--- src/hw/rtl/wdt_pkg.sv ---
// shared types and constants for the watchdog timer with key lock
package wdt_pkg;

    // action codes carried by a request transaction
    typedef enum logic [1:0] {
        ACT_READ  = 2'd0,
        ACT_WRITE = 2'd1,
        ACT_TICK  = 2'd2,
        ACT_NONE  = 2'd3
    } action_t;

    // register byte offsets
    localparam logic [7:0] OFF_CTRL   = 8'd0;
    localparam logic [7:0] OFF_LOAD   = 8'd4;
    localparam logic [7:0] OFF_COUNT  = 8'd8;
    localparam logic [7:0] OFF_STATUS = 8'd12;
    localparam logic [7:0] OFF_KEY    = 8'd16;

    // access checks
    localparam logic [7:0] ALIGN_MASK = 8'h03;
    localparam logic [3:0] GOOD_SIZE  = 4'd4;

    // control register bits
    localparam int CTL_EN    = 0;
    localparam int CTL_INTEN = 1;
    localparam int CTL_RSTEN = 2;

    typedef struct packed {
        logic [1:0]  action;
        logic [7:0]  byte_offset;
        logic [3:0]  access_size;
        logic [31:0] write_data;
    } req_t;

    typedef struct packed {
        logic [31:0] read_data;
        logic        irq_level;
        logic        access_error;
    } rsp_t;

    // internal flags reported by the register core
    typedef struct packed {
        logic irq;
        logic locked;
        logic running;
        logic timeout;
    } wdt_status_t;

endpackage

--- src/hw/rtl/wdt_req_if.sv ---
// request channel: bus read, bus write or timer tick
interface wdt_req_if;
    logic        valid;
    logic        ready;
    logic [1:0]  action;
    logic [7:0]  byte_offset;
    logic [3:0]  access_size;
    logic [31:0] write_data;

    modport source (output valid, action, byte_offset, access_size, write_data,
                    input ready);
    modport sink   (input valid, action, byte_offset, access_size, write_data,
                    output ready);
endinterface

--- src/hw/rtl/wdt_rsp_if.sv ---
// response channel: read data, request line and error flag
interface wdt_rsp_if;
    logic        valid;
    logic        ready;
    logic [31:0] read_data;
    logic        irq_level;
    logic        access_error;

    modport source (output valid, read_data, irq_level, access_error, input ready);
    modport sink   (input valid, read_data, irq_level, access_error, output ready);
endinterface

--- src/hw/rtl/watchdog_timer_key_lock.sv ---
// watchdog timer with feed key and lock key, top level
//
// Usage: every request transaction on req is a bus read, a bus write or one
// timer tick; each one yields exactly one response transaction on rsp, in
// order. Registers: ctrl at 0, load at 4, count at 8 (read only), status at
// 12, key at 16 (write only). Only 4-byte aligned accesses are legal.
// The response carries read data, the sticky request line after this
// transaction and an access error flag.
//
// Pipeline: an accepted request enters the input register; its result then
// goes to the result register, which drives rsp.valid (input register, then
// result register). Throughput: one transaction per cycle while rsp does not
// stall; the counter and register state are updated once per transaction.
// When rsp stalls, the result register holds and the input register still
// takes one more transaction; req.ready then drops until rsp drains.
// Reset (rst_n low, asynchronous) clears both pipeline stages, stops the
// counter, clears ctrl, timeout, lock and the request line, and sets load
// and count to LOAD_RESET.
module watchdog_timer_key_lock #(
    parameter logic [31:0] LOAD_RESET = 32'd65535,
    parameter logic [31:0] FEED_KEY   = 32'd1515870810,
    parameter logic [31:0] LOCK_KEY   = 32'd449635665
) (
    input logic      clk,
    input logic      rst_n,
    wdt_req_if.sink  req,
    wdt_rsp_if.source rsp
);
    import wdt_pkg::*;

    logic        in_valid_reg;
    req_t        in_item_reg;
    logic        rsp_valid_reg;
    rsp_t        rsp_item_reg;
    logic        rsp_load;
    logic        step_en;
    rsp_t        step_result;
    wdt_status_t status;

    // handshake: result register frees on drain, input register moves forward
    assign rsp_load  = !rsp_valid_reg || rsp.ready;
    assign step_en   = in_valid_reg && rsp_load;
    assign req.ready = !in_valid_reg || rsp_load;

    // input register
    always_ff @(posedge clk or negedge rst_n)
    begin
        if (!rst_n)
        begin
            in_valid_reg <= 1'b0;
        end
        else if (req.ready)
        begin
            in_valid_reg <= req.valid;
        end
    end

    always_ff @(posedge clk)
    begin
        if (req.ready && req.valid)
        begin
            in_item_reg.action      <= req.action;
            in_item_reg.byte_offset <= req.byte_offset;
            in_item_reg.access_size <= req.access_size;
            in_item_reg.write_data  <= req.write_data;
        end
    end

    // register state and transaction logic
    wdt_core #(
        .LOAD_RESET (LOAD_RESET),
        .FEED_KEY   (FEED_KEY),
        .LOCK_KEY   (LOCK_KEY)
    ) u_core (
        .clk     (clk),
        .rst_n   (rst_n),
        .step_en (step_en),
        .item    (in_item_reg),
        .result  (step_result),
        .status  (status)
    );

    // result register
    always_ff @(posedge clk or negedge rst_n)
    begin
        if (!rst_n)
        begin
            rsp_valid_reg <= 1'b0;
        end
        else if (rsp_load)
        begin
            rsp_valid_reg <= in_valid_reg;
        end
    end

    always_ff @(posedge clk)
    begin
        if (step_en)
        begin
            rsp_item_reg <= step_result;
        end
    end

    assign rsp.valid        = rsp_valid_reg;
    assign rsp.read_data    = rsp_item_reg.read_data;
    assign rsp.irq_level    = rsp_item_reg.irq_level;
    assign rsp.access_error = rsp_item_reg.access_error;

    // request line is sticky until reset
    a_irq_sticky: assert property (@(posedge clk) disable iff (!rst_n)
        status.irq |=> status.irq)
        else $error("request line dropped without reset");

    // lock holds until reset
    a_lock_sticky: assert property (@(posedge clk) disable iff (!rst_n)
        status.locked |=> status.locked)
        else $error("lock released without reset");

    // a timeout always stops the counter
    a_timeout_stops: assert property (@(posedge clk) disable iff (!rst_n)
        $rose(status.timeout) |-> !status.running)
        else $error("counter still running after timeout");

    // every processed transaction shows up in the result register
    a_step_to_rsp: assert property (@(posedge clk) disable iff (!rst_n)
        step_en |=> rsp_valid_reg)
        else $error("processed transaction lost before result register");

endmodule

--- src/hw/rtl/wdt_core.sv ---
// watchdog register file, counter and per-transaction update logic
module wdt_core #(
    parameter logic [31:0] LOAD_RESET = 32'd65535,
    parameter logic [31:0] FEED_KEY   = 32'd1515870810,
    parameter logic [31:0] LOCK_KEY   = 32'd449635665
) (
    input  logic                 clk,
    input  logic                 rst_n,
    input  logic                 step_en,
    input  wdt_pkg::req_t        item,
    output wdt_pkg::rsp_t        result,
    output wdt_pkg::wdt_status_t status
);
    import wdt_pkg::*;

    logic [2:0]  ctrl_reg,    ctrl_next;
    logic [31:0] reload_reg,  reload_next;
    logic [31:0] count_reg,   count_next;
    logic        timeout_reg, timeout_next;
    logic        lock_reg,    lock_next;
    logic        running_reg, running_next;
    logic        irq_reg,     irq_next;
    logic [31:0] rd;
    logic        err;
    logic        bad_access;

    assign bad_access = (item.access_size != GOOD_SIZE) ||
                        ((item.byte_offset & ALIGN_MASK) != 8'd0);

    // next state and result for the transaction in the input register
    always_comb
    begin
        ctrl_next    = ctrl_reg;
        reload_next  = reload_reg;
        count_next   = count_reg;
        timeout_next = timeout_reg;
        lock_next    = lock_reg;
        running_next = running_reg;
        irq_next     = irq_reg;
        rd           = 32'd0;
        err          = 1'b0;
        case (action_t'(item.action))
            ACT_TICK:
            begin
                if (running_reg)
                begin
                    if (count_reg <= 32'd1)
                    begin
                        count_next   = 32'd0;
                        timeout_next = 1'b1;
                        running_next = 1'b0;
                        if (ctrl_reg[CTL_INTEN] || ctrl_reg[CTL_RSTEN])
                        begin
                            irq_next  = 1'b1;
                            ctrl_next = 3'd0;
                        end
                    end
                    else
                    begin
                        count_next = count_reg - 32'd1;
                    end
                end
            end
            ACT_READ:
            begin
                if (bad_access)
                begin
                    err = 1'b1;
                end
                else
                begin
                    case (item.byte_offset)
                        OFF_CTRL:   rd = {29'd0, ctrl_reg};
                        OFF_LOAD:   rd = reload_reg;
                        OFF_COUNT:  rd = count_reg;
                        OFF_STATUS: rd = {31'd0, timeout_reg};
                        OFF_KEY:    rd = 32'd0;
                        default:    err = 1'b1;
                    endcase
                end
            end
            ACT_WRITE:
            begin
                if (bad_access)
                begin
                    err = 1'b1;
                end
                else
                begin
                    case (item.byte_offset)
                        OFF_CTRL:
                        begin
                            if (!lock_reg)
                            begin
                                ctrl_next = item.write_data[2:0];
                                if (item.write_data[CTL_EN])
                                begin
                                    count_next   = reload_reg;
                                    running_next = 1'b1;
                                end
                                else
                                begin
                                    running_next = 1'b0;
                                end
                            end
                        end
                        OFF_LOAD:
                        begin
                            if (!lock_reg)
                            begin
                                reload_next = item.write_data;
                            end
                        end
                        OFF_COUNT:
                        begin
                            err = 1'b1;
                        end
                        OFF_STATUS:
                        begin
                            if (item.write_data[0])
                            begin
                                timeout_next = 1'b0;
                            end
                        end
                        OFF_KEY:
                        begin
                            if (item.write_data == FEED_KEY)
                            begin
                                if (ctrl_reg[CTL_EN])
                                begin
                                    count_next   = reload_reg;
                                    running_next = 1'b1;
                                    timeout_next = 1'b0;
                                end
                            end
                            else if (item.write_data == LOCK_KEY)
                            begin
                                lock_next = 1'b1;
                            end
                        end
                        default:
                        begin
                            err = 1'b1;
                        end
                    endcase
                end
            end
            default:
            begin
                rd  = 32'd0;
                err = 1'b0;
            end
        endcase
    end

    assign result.read_data    = rd;
    assign result.irq_level    = irq_next;
    assign result.access_error = err;

    assign status.irq     = irq_reg;
    assign status.locked  = lock_reg;
    assign status.running = running_reg;
    assign status.timeout = timeout_reg;

    // state update, one transaction per cycle when step_en is high
    always_ff @(posedge clk or negedge rst_n)
    begin
        if (!rst_n)
        begin
            ctrl_reg    <= 3'd0;
            reload_reg  <= LOAD_RESET;
            count_reg   <= LOAD_RESET;
            timeout_reg <= 1'b0;
            lock_reg    <= 1'b0;
            running_reg <= 1'b0;
            irq_reg     <= 1'b0;
        end
        else if (step_en)
        begin
            ctrl_reg    <= ctrl_next;
            reload_reg  <= reload_next;
            count_reg   <= count_next;
            timeout_reg <= timeout_next;
            lock_reg    <= lock_next;
            running_reg <= running_next;
            irq_reg     <= irq_next;
        end
    end

endmodule
--- src/flat_wrapper.sv ---
// flat-port wrapper written by rule: the top's interface ports become plain ports
module watchdog_timer_key_lock_flat import wdt_pkg::*;
#(
    parameter logic [31:0] LOAD_RESET = 32'd65535,
    parameter logic [31:0] FEED_KEY   = 32'd1515870810,
    parameter logic [31:0] LOCK_KEY   = 32'd449635665
)
  (clk, rst_n, req_valid, req_action, req_byte_offset, req_access_size, req_write_data, req_ready, rsp_valid, rsp_read_data, rsp_irq_level, rsp_access_error, rsp_ready);
  wdt_req_if req_i ();
  wdt_rsp_if rsp_i ();
  input logic clk;
  input logic rst_n;
  input wire logic [$bits(req_i.valid)-1:0] req_valid;
  input wire logic [$bits(req_i.action)-1:0] req_action;
  input wire logic [$bits(req_i.byte_offset)-1:0] req_byte_offset;
  input wire logic [$bits(req_i.access_size)-1:0] req_access_size;
  input wire logic [$bits(req_i.write_data)-1:0] req_write_data;
  output wire logic [$bits(req_i.ready)-1:0] req_ready;
  output wire logic [$bits(rsp_i.valid)-1:0] rsp_valid;
  output wire logic [$bits(rsp_i.read_data)-1:0] rsp_read_data;
  output wire logic [$bits(rsp_i.irq_level)-1:0] rsp_irq_level;
  output wire logic [$bits(rsp_i.access_error)-1:0] rsp_access_error;
  input wire logic [$bits(rsp_i.ready)-1:0] rsp_ready;
  assign req_i.valid = req_valid;
  assign req_i.action = req_action;
  assign req_i.byte_offset = req_byte_offset;
  assign req_i.access_size = req_access_size;
  assign req_i.write_data = req_write_data;
  assign req_ready = req_i.ready;
  assign rsp_valid = rsp_i.valid;
  assign rsp_read_data = rsp_i.read_data;
  assign rsp_irq_level = rsp_i.irq_level;
  assign rsp_access_error = rsp_i.access_error;
  assign rsp_i.ready = rsp_ready;
  watchdog_timer_key_lock #(.LOAD_RESET(LOAD_RESET), .FEED_KEY(FEED_KEY), .LOCK_KEY(LOCK_KEY)) u_core (.clk(clk), .rst_n(rst_n), .req(req_i), .rsp(rsp_i));
endmodule
--- config.mk ---
export PLATFORM = sky130hd
export DESIGN_NAME = watchdog_timer_key_lock_flat
export DESIGN_NICKNAME = d
export VERILOG_FILES = /design/src/hw/rtl/wdt_pkg.sv /design/src/hw/rtl/wdt_req_if.sv /design/src/hw/rtl/wdt_rsp_if.sv /design/src/hw/rtl/watchdog_timer_key_lock.sv /design/src/hw/rtl/wdt_core.sv /design/src/flat_wrapper.sv
export SDC_FILE = /design/constraint.sdc
export NUM_CORES = 1
export LEC_CHECK = 0
export BUFFER_PORTS_ARGS = -buffer_cell sky130_fd_sc_hd__clkbuf_2
export CORE_AREA = 2 2 128 130
export DETAILED_ROUTE_END_ITERATION = 6
export DIE_AREA = 0 0 130 132
export GPL_TIMING_DRIVEN = 0
export HOLD_SLACK_MARGIN = 0.08
export PLACE_DENSITY = 0.64
export SLEW_MARGIN = 0
export SYNTH_ARGS = -nofsm -noshare
export SYNTH_HDL_FRONTEND = slang
export SYNTH_SLANG_ARGS = --single-unit
--- constraint.sdc ---
create_clock -name clk -period 2.45 [get_ports clk]
set_input_delay 0.245 -clock clk [delete_from_list [all_inputs] [get_ports clk]]
set_output_delay 0.245 -clock clk [all_outputs]
set_load 0.02 [all_outputs]
# --- Yosys cells after proc, flatten, opt, wreduce, memory -nomap -nowiden ---
# Index checks and enable logic that the tools add are counted.
op_classes:
  n_lt_le_gt_ge: 1
  bitwise_logic: 4
  n_addsub: 1
  eq_ne: 22
  mux: 43
  n_reduce_logical: 21
op_table:
  columns: ["operator", "n"]
  rows:
  - ["two-way mux 32 bit", 7]
  - ["one-hot mux 32 bit (2 select lines)", 2]
  - ["one-hot mux 32 bit (4 select lines)", 1]
  - ["equality test 32 x 29 -> 1 bit (second input constant)", 1]
  - ["equality test 32 x 31 -> 1 bit (second input constant)", 1]
  - ["<= comparator 32 x 1 -> 1 bit (second input constant)", 1]
  - ["subtractor 32 x 1 -> 32 bit (second input constant)", 1]
  - ["two-way mux 1 bit", 21]
  - ["two-way mux 3 bit", 6]
  - ["AND reduction 9 bit", 2]
  - ["equality test 8 x 4 -> 1 bit (second input constant)", 2]
  - ["!= test 3 x 2 -> 1 bit (second input constant)", 4]
  - ["!= test 2 bit (second input constant)", 5]
  - ["one-hot mux 1 bit (2 select lines)", 5]
  - ["!= test 3 bit (second input constant)", 3]
  - ["equality test 8 x 3 -> 1 bit (second input constant)", 1]
  - ["equality test 8 x 5 -> 1 bit (second input constant)", 1]
  - ["logical NOT 8 bit", 1]
  - ["AND reduction 8 bit", 1]
  - ["nonzero test 8 bit", 1]
  - ["AND reduction 7 bit", 1]
  - ["one-hot mux 3 bit (2 select lines)", 1]
  - ["AND reduction 6 bit", 1]
  - ["AND reduction 5 bit", 1]
  - ["13 further kinds", 21]
totals:
  regBits: 153
  word_cells: 108
  output_inout_bits: 36
  inputBits: 50

# --- Logic depth before layout (Yosys ltp) ---
# Gate-level depths: netlist of run 1.
depth:
  ltp_word: 5
  ltp_mapped: 9
  ltp_nobuf: 8

# --- Modules after synthesis ---
# From an unflattened synthesis of run 1, not the netlist that was laid out.
unflattened:
  hier_cells: 602
  area_unflattened_um2: 7126.8
by_module_without_submodules:
  columns: ["mod", "cells_each", "area_per_inst_um2", "instances", "seq_area_each_um2"]
  rows:
  - ["wdt_core", 514, 4620.7, 1, 1816.7]
  - ["watchdog_timer_key_lock", 88, 2506.2, 1, 2452.4]

# --- Worst setup path before layout of run 1 ---
# Ideal clock, no wire load.
synth_timing:
  path_type: "flip-flop to flip-flop"
  startpoint: "register u_core.rsp_valid_reg (netlist: u_core.rsp.valid)"
  endpoint: "register u_core.u_core.reload_reg[16]"
  setup_ns: 0.125
  path_slack_ns: -0.244
  arrival_ns: 2.569
  path_buffers: 1
  stages_incl_launch_ff: 8
  period_less_slack_ns: 2.694
  t_required_ns: 2.325
  cell_sequence: "dfrtp_1 > nand2b_1 > nand2_1 > inv_1 > nand3_1 > nor4_4 > buf_2 > mux2_2"
synth_between:
  elab_chain_cells: 4
synth_lines:
  columns: ["element", "line_no", "text"]
  rows:
  - ["start: declaration", "watchdog_timer_key_lock.sv:33", "logic rsp_valid_reg;"]
  - ["start signal: assignment", "watchdog_timer_key_lock.sv:92", "rsp_valid_reg <= in_valid_reg;"]
  - ["logical NOT 1 bit", "watchdog_timer_key_lock.sv:41", "assign rsp_load = !rsp_valid_reg || rsp.ready;"]
  - ["logical OR 1 bit", "watchdog_timer_key_lock.sv:41", null]
  - ["logical AND 1 bit", "watchdog_timer_key_lock.sv:42", "assign step_en = in_valid_reg && rsp_load;"]
  - ["via u_core.step_en", "watchdog_timer_key_lock.sv:36", "logic step_en;"]
  - ["AND reduction 5 bit (no source line)", null, null]
  - ["end signal: assignment", "wdt_core.sv:181", "reload_reg <= reload_next;"]
  - ["end: declaration", "wdt_core.sv:17", "logic [31:0] reload_reg, reload_next;"]
# The timed path passes the listed nets, and every way through them passes these cells.
# A chain may end at the register's enable or synchronous reset.

# --- Worst setup path in the final report of run 1 ---
layout_timing:
  startpoint: "register u_core.u_core.count_reg[0]"
  endpoint: "register u_core.u_core.count_reg[27]"
layout_between:
  elab_chain_cells: 4
  elab_cells_between_ends: 5
  cone_classes: "add/sub (1); order compare (1); mux (3)"
layout_lines:
  columns: ["element", "line_no", "text"]
  rows:
  - ["start: declaration", "wdt_core.sv:18", "logic [31:0] count_reg, count_next;"]
  - ["start signal: assignment", "wdt_core.sv:182", "count_reg <= count_next;"]
  - ["subtractor 32 x 1 -> 32 bit / <= comparator 32 x 1 -> 1 bit (equally long branches)", "wdt_core.sv:60, wdt_core.sv:47", null]
  - ["two-way mux 32 bit (*)", "wdt_core.sv:47", "if (count_reg <= 32'd1)"]
  - ["two-way mux 32 bit (*)", "wdt_core.sv:45", "if (running_reg)"]
  - ["one-hot mux 32 bit (2 select lines) (*)", "wdt_core.sv:42", "case (action_t'(item.action))"]
# Mark *: on every way between the ends. The rest lies on a longest branch, timed or not. The select of a mux whose other input is x is not followed.

==> out/results.txt, run 1 <==
status = complete, no violations
Final Setup Violations = 0
Hold Slack = 0.100 ns
EDFF count, synth = 80
gr busiest metal = met2
CTS tree = done
placed inst area = 7670 µm²
Slew Viols, Final = 0
Async S/R FF share, synth = 0.477
Worst-path clk slew = 0.07 ns
diode count = 0
via count = 5633
cts bufs inserted = 17
met1 usage = 0.341
Initial Util = 0.441
DR pass1 iterations = 6
Ys Warns = 0
post-route clock period utilization = 0.977
fin crit period = 2.39 ns
Synth top area share = 0.347
CTS Sinks = 153
port bufs = 85
Filler cells = 1300
CP arrival = 2.75 ns
Residual DRC = 0
Vias/cell = 5.70
M3 GR Usage = 0.0694
routing usage on met2 = 0.369
Seq/Total Area, Yosys = 0.617
largest fanout on the critical path = 10
leakage power = 3.49 nW
placer congestion estimate = 0.919
Die X = 130 µm
HP Class = input pin to flip-flop
total power = 7.22 mW
IO Pins = 86
Cell Count, Final, Fillers Out = 989
Post-synth top cells = edfxtp_1, nor2_1, dfrtp_1, a22oi_1, o21ai_0
WL/cell = 20.1 µm
dpl cells = 887
cells on worst reg2reg path = 7
Final ANT Viol Nets = 0
clk_lat worst skew = 0.44 ns
Synth area leader = edfxtp_1
Slew headroom = 0.495
RSZ-0062 raised after global routing = yes
Yosys reg bits = 153
# nets final = 812
area growth from synthesis to layout = 32.5%
Cell Area, Synth = 6920 µm²
GR Util All Layers = 0.244
synth top area cells = edfxtp_1, dfrtp_1, dfstp_2, mux2_2, a22oi_1
Post-synth top flop = edfxtp_1
final wirelength = 19900 µm
Mapped Cells = 584
IR Drop Worst-Case VDD = 0.522 mV
Max clock buf depth = 2
Worst Clk Skew = 0.00968 ns
vias in the first global route = 5506
Setup CP Type = flip-flop to flip-flop
Mapped Nets = 636
initial drt markers = 602
CTS root buffer = clkbuf_16
max frequency = 418 MHz
GRT overflow = 0
post-layout util = 0.584
cell area after layout = 9170 µm²
most common cell in the netlist = edfxtp_1
hpwl dp = 13400 µm
Yosys cell types = 53
area of the multi-input gates = 2620 µm²
Crit. End Element = flip-flop
first-pass GRT wire length = 31300 µm
hold path depth = 3
Power Density = 787 nW/µm²
average size of a mapped cell = 11.9 µm²
number of placement rows = 46
depth of the CTS H-tree = 4
initial antenna violation count = 0
largest net degree at the start of global routing = 41
Required @ worst endpoint = 2.81 ns
max-cap violations = 0
layout cells sized above 1 = 0.338
final hold violations = 0
die height = 132 µm
Slew @ Worst Pin = 0.758 ns
CP Launch Type = flip-flop
Die Area = 17200 µm²
Register Area = 4270 µm²
Largest register FFs = 46
CORE AREA = 15700 µm²
[path summary, 6_finish.rpt]
check	endpoint	startpoint	slack [ns]
setup / recovery	u_core.u_core.count_reg[27]$_DFFE_PN0P_	u_core.u_core.count_reg[0]$_DFFE_PN1P_	0.06
hold / removal	u_core.rsp.valid$_DFFE_PN0P_	rsp_ready	0.10
setup reg to reg	u_core.u_core.count_reg[27]$_DFFE_PN0P_	u_core.u_core.count_reg[0]$_DFFE_PN1P_	0.06
hold reg to reg	u_core.u_core.count_reg[13]$_DFFE_PN1P_	u_core.u_core.count_reg[13]$_DFFE_PN1P_	0.49
max in group asynchronous	u_core.u_core.count_reg[1]$_DFFE_PN1P_	rst_n	1.47
min in group asynchronous	u_core.u_core.reload_reg[30]$_DFFE_PN0P_	rst_n	0.33
[cell usage in the layout (no fill, tap or decap), types with 5 or more instances in the layout]
cell type	n
a22oi_1	38
a211oi_1	6
nand2_1	22
nor4_4	6
o22ai_1	13
dlygate4sd3_1	48
clkbuf_16	17
clkbuf_4	5
buf_4	21
o21ai_0	32
nand2b_1	6
clkbuf_2	93
a32oi_1	9
edfxtp_1	80
a21oi_1	29
mux2_2	31
clkbuf_1	10
inv_1	26
dfstp_2	32
nand3_1	8
or3_1	7
nor3_1	24
inv_6	5
dfrtp_1	40
nor2_1	57
nor4_1	5
nand4_1	5
[layer usage]
layer  vias to the layer above  routed length, µm
met2                       259               9270
met3                        36               1530
met1                      2754               8640
met4                         0                454
met5                         -                  0
li1                       2584                  -
[kinds of logic after synthesis]
group | share of synthesized area
AND/OR/NAND/NOR | 0.141
AO/OA/AOI/OAI | 0.149
flip-flops | 0.617
buffers and inverters | 0.0338
multiplexers | 0.0562
adder cells (fa/ha/maj) | 0.00361
[cell type report]
type                            instances  area share
Timing Repair Buffer                  156       0.121
Clock inverter                         15      0.0173
Buffer                                 33      0.0225
Tap cell                              216      0.0295
Inverter                               27      0.0115
Clock buffer                           17      0.0464
Timing Repair inverter                  1    0.000546
Multi-Input combinational cell        371       0.286
Sequential cell                       153       0.465
[critical path: stages (launching register included)]
cell	delay, ns
dfstp_2	0.39
or4_1	0.54
or2_2	0.36
clkbuf_4	0.22
or2_2	0.37
nor4_2	0.21
a21oi_1	0.07
o22ai_1	0.15
[where the power goes]
part	switching, mW	internal, mW	total [mW]	leakage, nW
clock	1.18	1.44	2.62	0.279
sequential	0.255	3.06	3.32	1.65
combinational	0.769	0.509	1.28	1.56
[per-stage QoR]
stage / setup slack [ns] / TNS (ns)
after global routing: -0.0392 / -0.0437
final: 0.0566 / 0
after global placement: -0.529 / -24.99
after floorplan: 0.120 / 0
after detailed placement: -0.578 / -25.21
after CTS: 0.00373 / 0
[what timing repair did]
action	CTS	global route
setup buffers	15	6
gates cloned	2	0
endpoints found under the hold margin	64	0
gates resized for setup	43	40
pin swaps	7	5
hold buffers	48	0
endpoints found under the setup margin	69	87
Power figures use the tool's default switching activity.
==> inputs of run 2 (changes only) <==
==> constraint.sdc (replaced) <==
create_clock -name clk -period 2.45 [get_ports clk]
set_input_delay 0.1225 -clock clk [delete_from_list [all_inputs] [get_ports clk]]
set_output_delay 0.1225 -clock clk [all_outputs]
set_load 0.02 [all_outputs]
==> run 2 against run 1 <==
  * Setup slack got worse by 0.014 ns
  * Largest power group unchanged
  * Critical path depth stayed put
  * Non-clock buffer count up 2
  * Cell area rose by 0.22%
  * Sequential share of layout area shrank 0.10 points
  * Final cell count up 0.20%
==> out/results.txt, run 2 (synthesis gave the netlist of run 1 again) <==
GRT overflow = 0 (unchanged)
Setup CP Type = flip-flop to flip-flop
worst r2r dst = u_core.u_core.count_reg[27]$_DFFE_PN0P_
placed inst area = 7670 µm² (unchanged)
CP arrival = 2.77 ns (+0.02 ns)
initial antenna violation count = 0 (unchanged)
worst-path cell with the longest stage delay = or4_1
DR pass1 iterations = 7 (+1)
Hold Slack = 0.210 ns (+0.110 ns)
via count = 5660 (+0.48%)
Crit. End Element = flip-flop
Die X = 130 µm (unchanged)
cell repeated most along the worst path = or2_2
Slew @ Worst Pin = 0.794 ns (+0.0359 ns)
max-cap violations = 0 (unchanged)
Final Setup Violations = 0 (unchanged)
pre-CTS WS = -0.578 ns (unchanged)
max frequency = 415 MHz (-0.59%)
final wirelength = 20000 µm (+0.54%)
cell family with the largest share of critical-path delay = simple AND/OR/NAND/NOR gates
initial drt markers = 590 (-2.0%)
Worst Clk Skew = 0.0112 ns (+0.00155 ns)
placer congestion estimate = 0.919 (unchanged)
Final ANT Viol Nets = 0 (unchanged)
post-route clock period utilization = 0.983 (+0.00582)
Filler cells = 1299 (-0.077%)
CORE AREA = 15700 µm² (unchanged)
Largest register FFs = 46 (unchanged)
hpwl dp = 13400 µm (unchanged)
number of placement rows = 46 (unchanged)
fin crit period = 2.41 ns (+0.0143 ns)
WL/cell = 20.2 µm (+0.34%)
Max clock buf depth = 2 (unchanged)
final worst slack = 0.0424 ns (-0.0143 ns)
largest net degree at the start of global routing = 41 (unchanged)
largest fanout on the critical path = 10 (unchanged)
CTS Sinks = 153 (unchanged)
Slew Viols, Final = 0 (unchanged)
Final TNS setup = 0 ns (unchanged)
port bufs = 85 (unchanged)
vias in the first global route = 5519 (+0.24%)
cell area after layout = 9190 µm² (+0.22%)
first-pass GRT wire length = 31400 µm (+0.11%)
depth of the CTS H-tree = 4 (unchanged)
leakage power = 3.50 nW (+0.22%)
Worst R2R Setup Slack = 0.04 ns (about the same)
Worst path max stage delay = 0.56 ns (+0.02 ns)
final hold violations = 0 (unchanged)
diode count = 0 (unchanged)
reg2reg start = u_core.u_core.count_reg[0]$_DFFE_PN1P_
area growth from synthesis to layout = 32.8%
IO Pins = 86 (unchanged)
CTS tree = done
IR Drop Worst-Case VDD = 0.521 mV (-0.23%)
CP Cell Sequence = or4_1 -> or2_2 -> clkbuf_4 -> or2_2 -> nor4_2 -> a21oi_1 -> o22ai_1
RSZ-0062 raised after global routing = yes
Die Area = 17200 µm² (unchanged)
# nets final = 814 (+0.25%)
Required @ worst endpoint = 2.81 ns (about the same)
CP Launch Type = flip-flop
Initial Util = 0.441 (unchanged)
cts bufs inserted = 17 (unchanged)
most common cell after layout, fill and taps aside = clkbuf_2
status = complete, no violations
HP Class = input pin to async pin
Residual DRC = 0 (unchanged)
GR Util All Layers = 0.244 (+0.000257)
Vias/cell = 5.71 (+0.28%)
die height = 132 µm (unchanged)
Power Density = 786 nW/µm² (about the same)
clk_lat worst skew = 0.44 ns (about the same)
most frequent cells in the layout = clkbuf_2, edfxtp_1, nor2_1
CP Buf/Inv Count = 1 (unchanged)
Slew headroom = 0.471 (-0.0239)
cells on worst reg2reg path = 7 (unchanged)
Worst-path clk slew = 0.07 ns (about the same)
CTS root buffer = clkbuf_16
layout cells sized above 1 = 0.337 (-0.000871)
post-layout util = 0.585 (+0.00127)
## run 2: changes by cell type in the layout (fill, tap and decap cells not counted), sizes merged
| cell | delta |
|---|---|
| dlygate4sd3 | +2 |
## run 2: through the flow
step                cells  power (mW)
global route          991        7.53
floorplan             584        3.99
global placement      885        4.35
finish                991        7.23
detailed placement    887        4.38
CTS                   986        7.14
## run 2: what timing repair did
| item | CTS | global route |
|---|---|---|
| buffers inserted | 15 | 6 |
| gates cloned | 2 | 0 |
| hold buffers | 50 | 0 |
| setup endpoints to repair | 69 | 87 |
| pin swaps | 7 | 5 |
| gates resized for setup | 43 | 40 |
| hold endpoints to repair | 81 | 0 |
## run 2: cell type report
cell class | count | area, µm² | area share
sequential | 153 | 4270 | 0.464
multi-input combinational | 371 | 2620 | 0.285
timing repair buffer | 158 | 1130 | 0.123
clock buffer | 17 | 425 | 0.0463
tap | 216 | 270 | 0.0294
buffer | 33 | 206 | 0.0225
clock inverter | 15 | 159 | 0.0173
inverter | 27 | 105 | 0.0114
timing repair inverter | 1 | 5.00 | 0.000544
## run 2: routing by layer
metal / up-vias / routed length (µm) / GRT usage
met4: 0 / 445 / 0.0806
met5: - / 0 / 0
met1: 2786 / 8820 / 0.341
met2: 244 / 9310 / 0.369
met3: 32 / 1410 / 0.0694
li1: 2598 / - / -
## run 2: worst max-delay path by stage
stage / from / endpoint / slack [ns] / cells past startpoint
finish: u_core.u_core.count_reg[0]$_DFFE_PN1P_ / u_core.u_core.count_reg[27]$_DFFE_PN0P_ / 0.04 / 7
CTS: u_core.in_item_reg[41]$_DFFE_PP_ / u_core.rsp.read_data[7]$_SDFFCE_PP0P_ / 0.004 / 6
global placement: u_core.u_core.count_reg[18]$_DFFE_PN0P_ / u_core.u_core.count_reg[16]$_DFFE_PN0P_ / -0.53 / 7
detailed placement: u_core.in_item_reg[16]$_DFFE_PP_ / u_core.u_core.count_reg[27]$_DFFE_PN0P_ / -0.58 / 7
floorplan: u_core.rsp.valid$_DFFE_PN0P_ / u_core.u_core.reload_reg[16]$_DFFE_PN0P_ / 0.12 / 7
global route: u_core.u_core.count_reg[0]$_DFFE_PN1P_ / u_core.u_core.count_reg[27]$_DFFE_PN0P_ / -0.04 / 7
## run 2: report_power, final
group	internal [mW]	switching (mW)
combinational	0.513	0.775
clock	1.44	1.18
sequential	3.06	0.258
==> inputs of run 3 (changes only) <==
ABC_AREA = 1   (was not set)
CORE_AREA = 2 2 134 136   (was 2 2 128 130)
DIE_AREA = 0 0 136 138   (was 0 0 130 132)
PLACE_DENSITY = 0.63   (was 0.64)
==> run 3 against run 2 <==
  * Hold slack worse by 0.027 ns
  * Power is 28% higher
  * Routed wire length is 4.0% higher
  * Cell area is 3.1% higher
  * Utilization is 4.4 points lower
  * Sequential share of layout area is 1.4 points lower
  * Clock power hardly changed
  * Clock skew is 0.0056 ns higher
  * Register-to-register slack better by 0.14 ns
  * Critical path type is now input pin to flip-flop
  * Critical endpoint is now u_core.rsp.read_data[1]$_SDFFCE_PP0P_
  * Highest routed layer unchanged
==> out/results.txt, run 3 <==
status = complete, no violations
Slew Viols, Final = 0 (unchanged)
Yosys reg bits = 153 (unchanged)
hpwl dp = 15000 µm (+12%)
most common cell after layout, fill and taps aside = nand2_1
cell-internal power = 5.70 mW (+14%)
max frequency = 434 MHz (+4.5%)
Crit. End Element = flip-flop
most common cell in the netlist = nand2_1
final hold violations = 0 (unchanged)
CP arrival = 2.17 ns (-0.60 ns)
HP Class = input pin to async pin
most frequent cells in the layout = nand2_1, nor2_1, clkbuf_2
Final Setup Violations = 0 (unchanged)
via count = 6573 (+16%)
Final TNS setup = 0 ns (unchanged)
Async S/R FF share, synth = 0.477 (unchanged)
Die Area = 18800 µm² (+9.4%)
final wirelength = 20800 µm (+4.0%)
Slew @ Worst Pin = 0.976 ns (+0.182 ns)
initial drt markers = 619 (+4.9%)
DR pass1 iterations = 5 (-2)
Synth Area in Simple Gates = 0.280 (+0.139)
Net Sw Power = 3.53 mW (+59%)
Max clock buf depth = 2 (unchanged)
Synth Area in Adders = 0.00327 (-0.000341)
Post-synth top cells = nand2_1, nor2_1, edfxtp_1, inv_1, nand3_1
post-route clock period utilization = 0.940 (-0.0426)
Die X = 136 µm (+4.6%)
cts bufs inserted = 17 (unchanged)
Worst Clk Skew = 0.0168 ns (+0.00556 ns)
CP Launch Type = input pin
switching fraction of total power = 0.382 (+0.0759)
final worst slack = 0.147 ns (+0.104 ns)
Post-synth top flop = edfxtp_1
diode count = 0 (unchanged)
first-pass GRT wire length = 32800 µm (+4.6%)
Yosys cell types = 34 (-36%)
placer congestion estimate = 0.960 (+4.5%)
Synth Area in Compound Gates = 0.0785 (-0.0702)
area growth from synthesis to layout = 24.0%
largest family of logic cells by synthesized area = simple AND/OR/NAND/NOR gates
layout cells sized above 1 = 0.186 (-0.150)
die height = 138 µm (+4.5%)
Synth top area share = 0.314 (-0.0328)
multiplexer share of the synthesized area = 0 (-0.0562)
# nets final = 1118 (+37%)
Power Density = 973 nW/µm² (+24%)
IR Drop Worst-Case VDD = 0.554 mV (+6.3%)
Slew headroom = 0.346 (-0.125)
GRT overflow = 0 (unchanged)
CTS tree = done
Comb pwr share = 0.331 (+0.153)
CTS root buffer = clkbuf_16
Worst R2R Setup Slack = 0.18 ns (+0.14 ns)
Synth area leader = edfxtp_1
CORE AREA = 17500 µm² (+12%)
post-layout util = 0.541 (-0.0444)
Worst-path clk slew = 0.07 ns (about the same)
CTS Sinks = 153 (unchanged)
average size of a mapped cell = 8.41 µm² (-29%)
Vias/cell = 5.03 (-12%)
largest fanout on the critical path = 18 (+8)
Ys Warns = 0 (unchanged)
Required @ worst endpoint = 2.31 ns (-0.50 ns)
post-synthesis xor/xnor area fraction = 0.0160 (+0.0160)
WL/cell = 15.9 µm (-21%)
largest net degree at the start of global routing = 53 (+29%)
Seq/Total Area, Yosys = 0.558 (-0.0582)
pre-CTS WS = -0.629 ns (-0.0510 ns)
Setup CP Type = input pin to flip-flop
GR Util All Layers = 0.231 (-0.0133)
Clock power frac = 0.280 (-0.083)
port bufs = 85 (unchanged)
leakage power = 4.15 nW (+19%)
Mapped Cells = 909 (+56%)
Cell Count, Final, Fillers Out = 1308 (+32%)
number of placement rows = 49 (+6.5%)
EDFF count, synth = 80 (unchanged)
fin crit period = 2.30 ns (-0.104 ns)
Final ANT Viol Nets = 0 (unchanged)
dpl cells = 1224 (+38%)
IO Pins = 86 (unchanged)
Largest register FFs = 46 (unchanged)
vias in the first global route = 6169 (+12%)
sequential group share of total power = 0.388 (-0.071)
Mapped Nets = 961 (+51%)
clk_lat worst skew = 0.43 ns (about the same)
Cell Area, Synth = 7650 µm² (+10%)
depth of the CTS H-tree = 4 (unchanged)
Residual DRC = 0 (unchanged)
initial antenna violation count = 0 (unchanged)
synth top area cells = edfxtp_1, nand2_1, dfrtp_1, dfstp_2, nor2_1
RSZ-0062 raised after global routing = no
Initial Util = 0.436 (-0.00461)
max-cap violations = 0 (unchanged)
[run 3: worst paths after layout]
path / from / to / cells after the start
worst min-delay path: rst_n / u_core.u_core.count_reg[18]$_DFFE_PN0P_ / 2
min in group clk: req_write_data[11] / u_core.in_item_reg[11]$_DFFE_PP_ / 2
worst max-delay path: rsp_ready / u_core.rsp.read_data[1]$_SDFFCE_PP0P_ / 6
max in group asynchronous: rst_n / u_core.u_core.count_reg[5]$_DFFE_PN1P_ / 3
worst min register to register: u_core.u_core.irq_reg$_DFFE_PN0P_ / u_core.u_core.irq_reg$_DFFE_PN0P_ / 2
worst max register to register: u_core.u_core.count_reg[0]$_DFFE_PN1P_ / u_core.u_core.count_reg[25]$_DFFE_PN0P_ / 14
[run 3: critical path: stages]
cell and delay [ns]:
dlygate4sd3_1 0.55, clkbuf_2 0.11, inv_1 0.06, nand2_1 0.06, nand2_1 0.33, clkinvlp_2 0.92
[run 3: cells by family (layout without fill, tap and decap cells)]
logic type	after synthesis	in the layout
flops	153	153
fa+ha+maj	2	2
simple gates	516	516
compound gates	111	111
xor+xnor	14	14
buf+inv	113	283
[run 3: cell type report]
type                    count  area [µm²]
plain buffers              31         179
clock buffers              19         433
clock inverters            13         144
fillers                  1656        8050
inverters                  82         312
multi-input cells         643        2890
flip-flops and latches    153        4270
well taps                 229         287
repair buffers            137         963
repair inverters            1        5.00
[run 3: power groups by stage]
stage	clock, mW	combinational (mW)	sequential (mW)
floorplan	0	2.12	3.59
global placement	0	2.91	3.61
detailed placement	0	2.94	3.62
CTS	2.62	3.03	3.57
global route	2.74	3.46	3.64
finish	2.59	3.06	3.58
[run 3: timing repair]
item / 4_1_cts / 5_1_grt
resized for setup: 1 / 0
setup buffers: 1 / 0
hold buffers: 50 / 0
setup endpoints to repair: 37 / 0
endpoints found under the hold margin: 90 / 0
[run 3: per-layer routing]
metal,vias to the layer above,track usage,wire [µm]
met5,-,0,0
met3,36,0.0473,1160
met2,187,0.366,9820
li1,3256,-,-
met1,3094,0.321,9370
met4,0,0.0718,442
[run 3: stage by stage]
stage / hold slack (ns) / power (mW) / cell area (µm²)
6_report: 0.183 / 9.23 / 9480
3_3_place_gp: 0.300 / 6.53 / 8360
2_1_floorplan: -0.173 / 5.71 / 7650
4_1_cts: 0.196 / 9.23 / 9480
5_1_grt: 0.209 / 9.85 / 9480
3_5_place_dp: 0.0966 / 6.56 / 8390
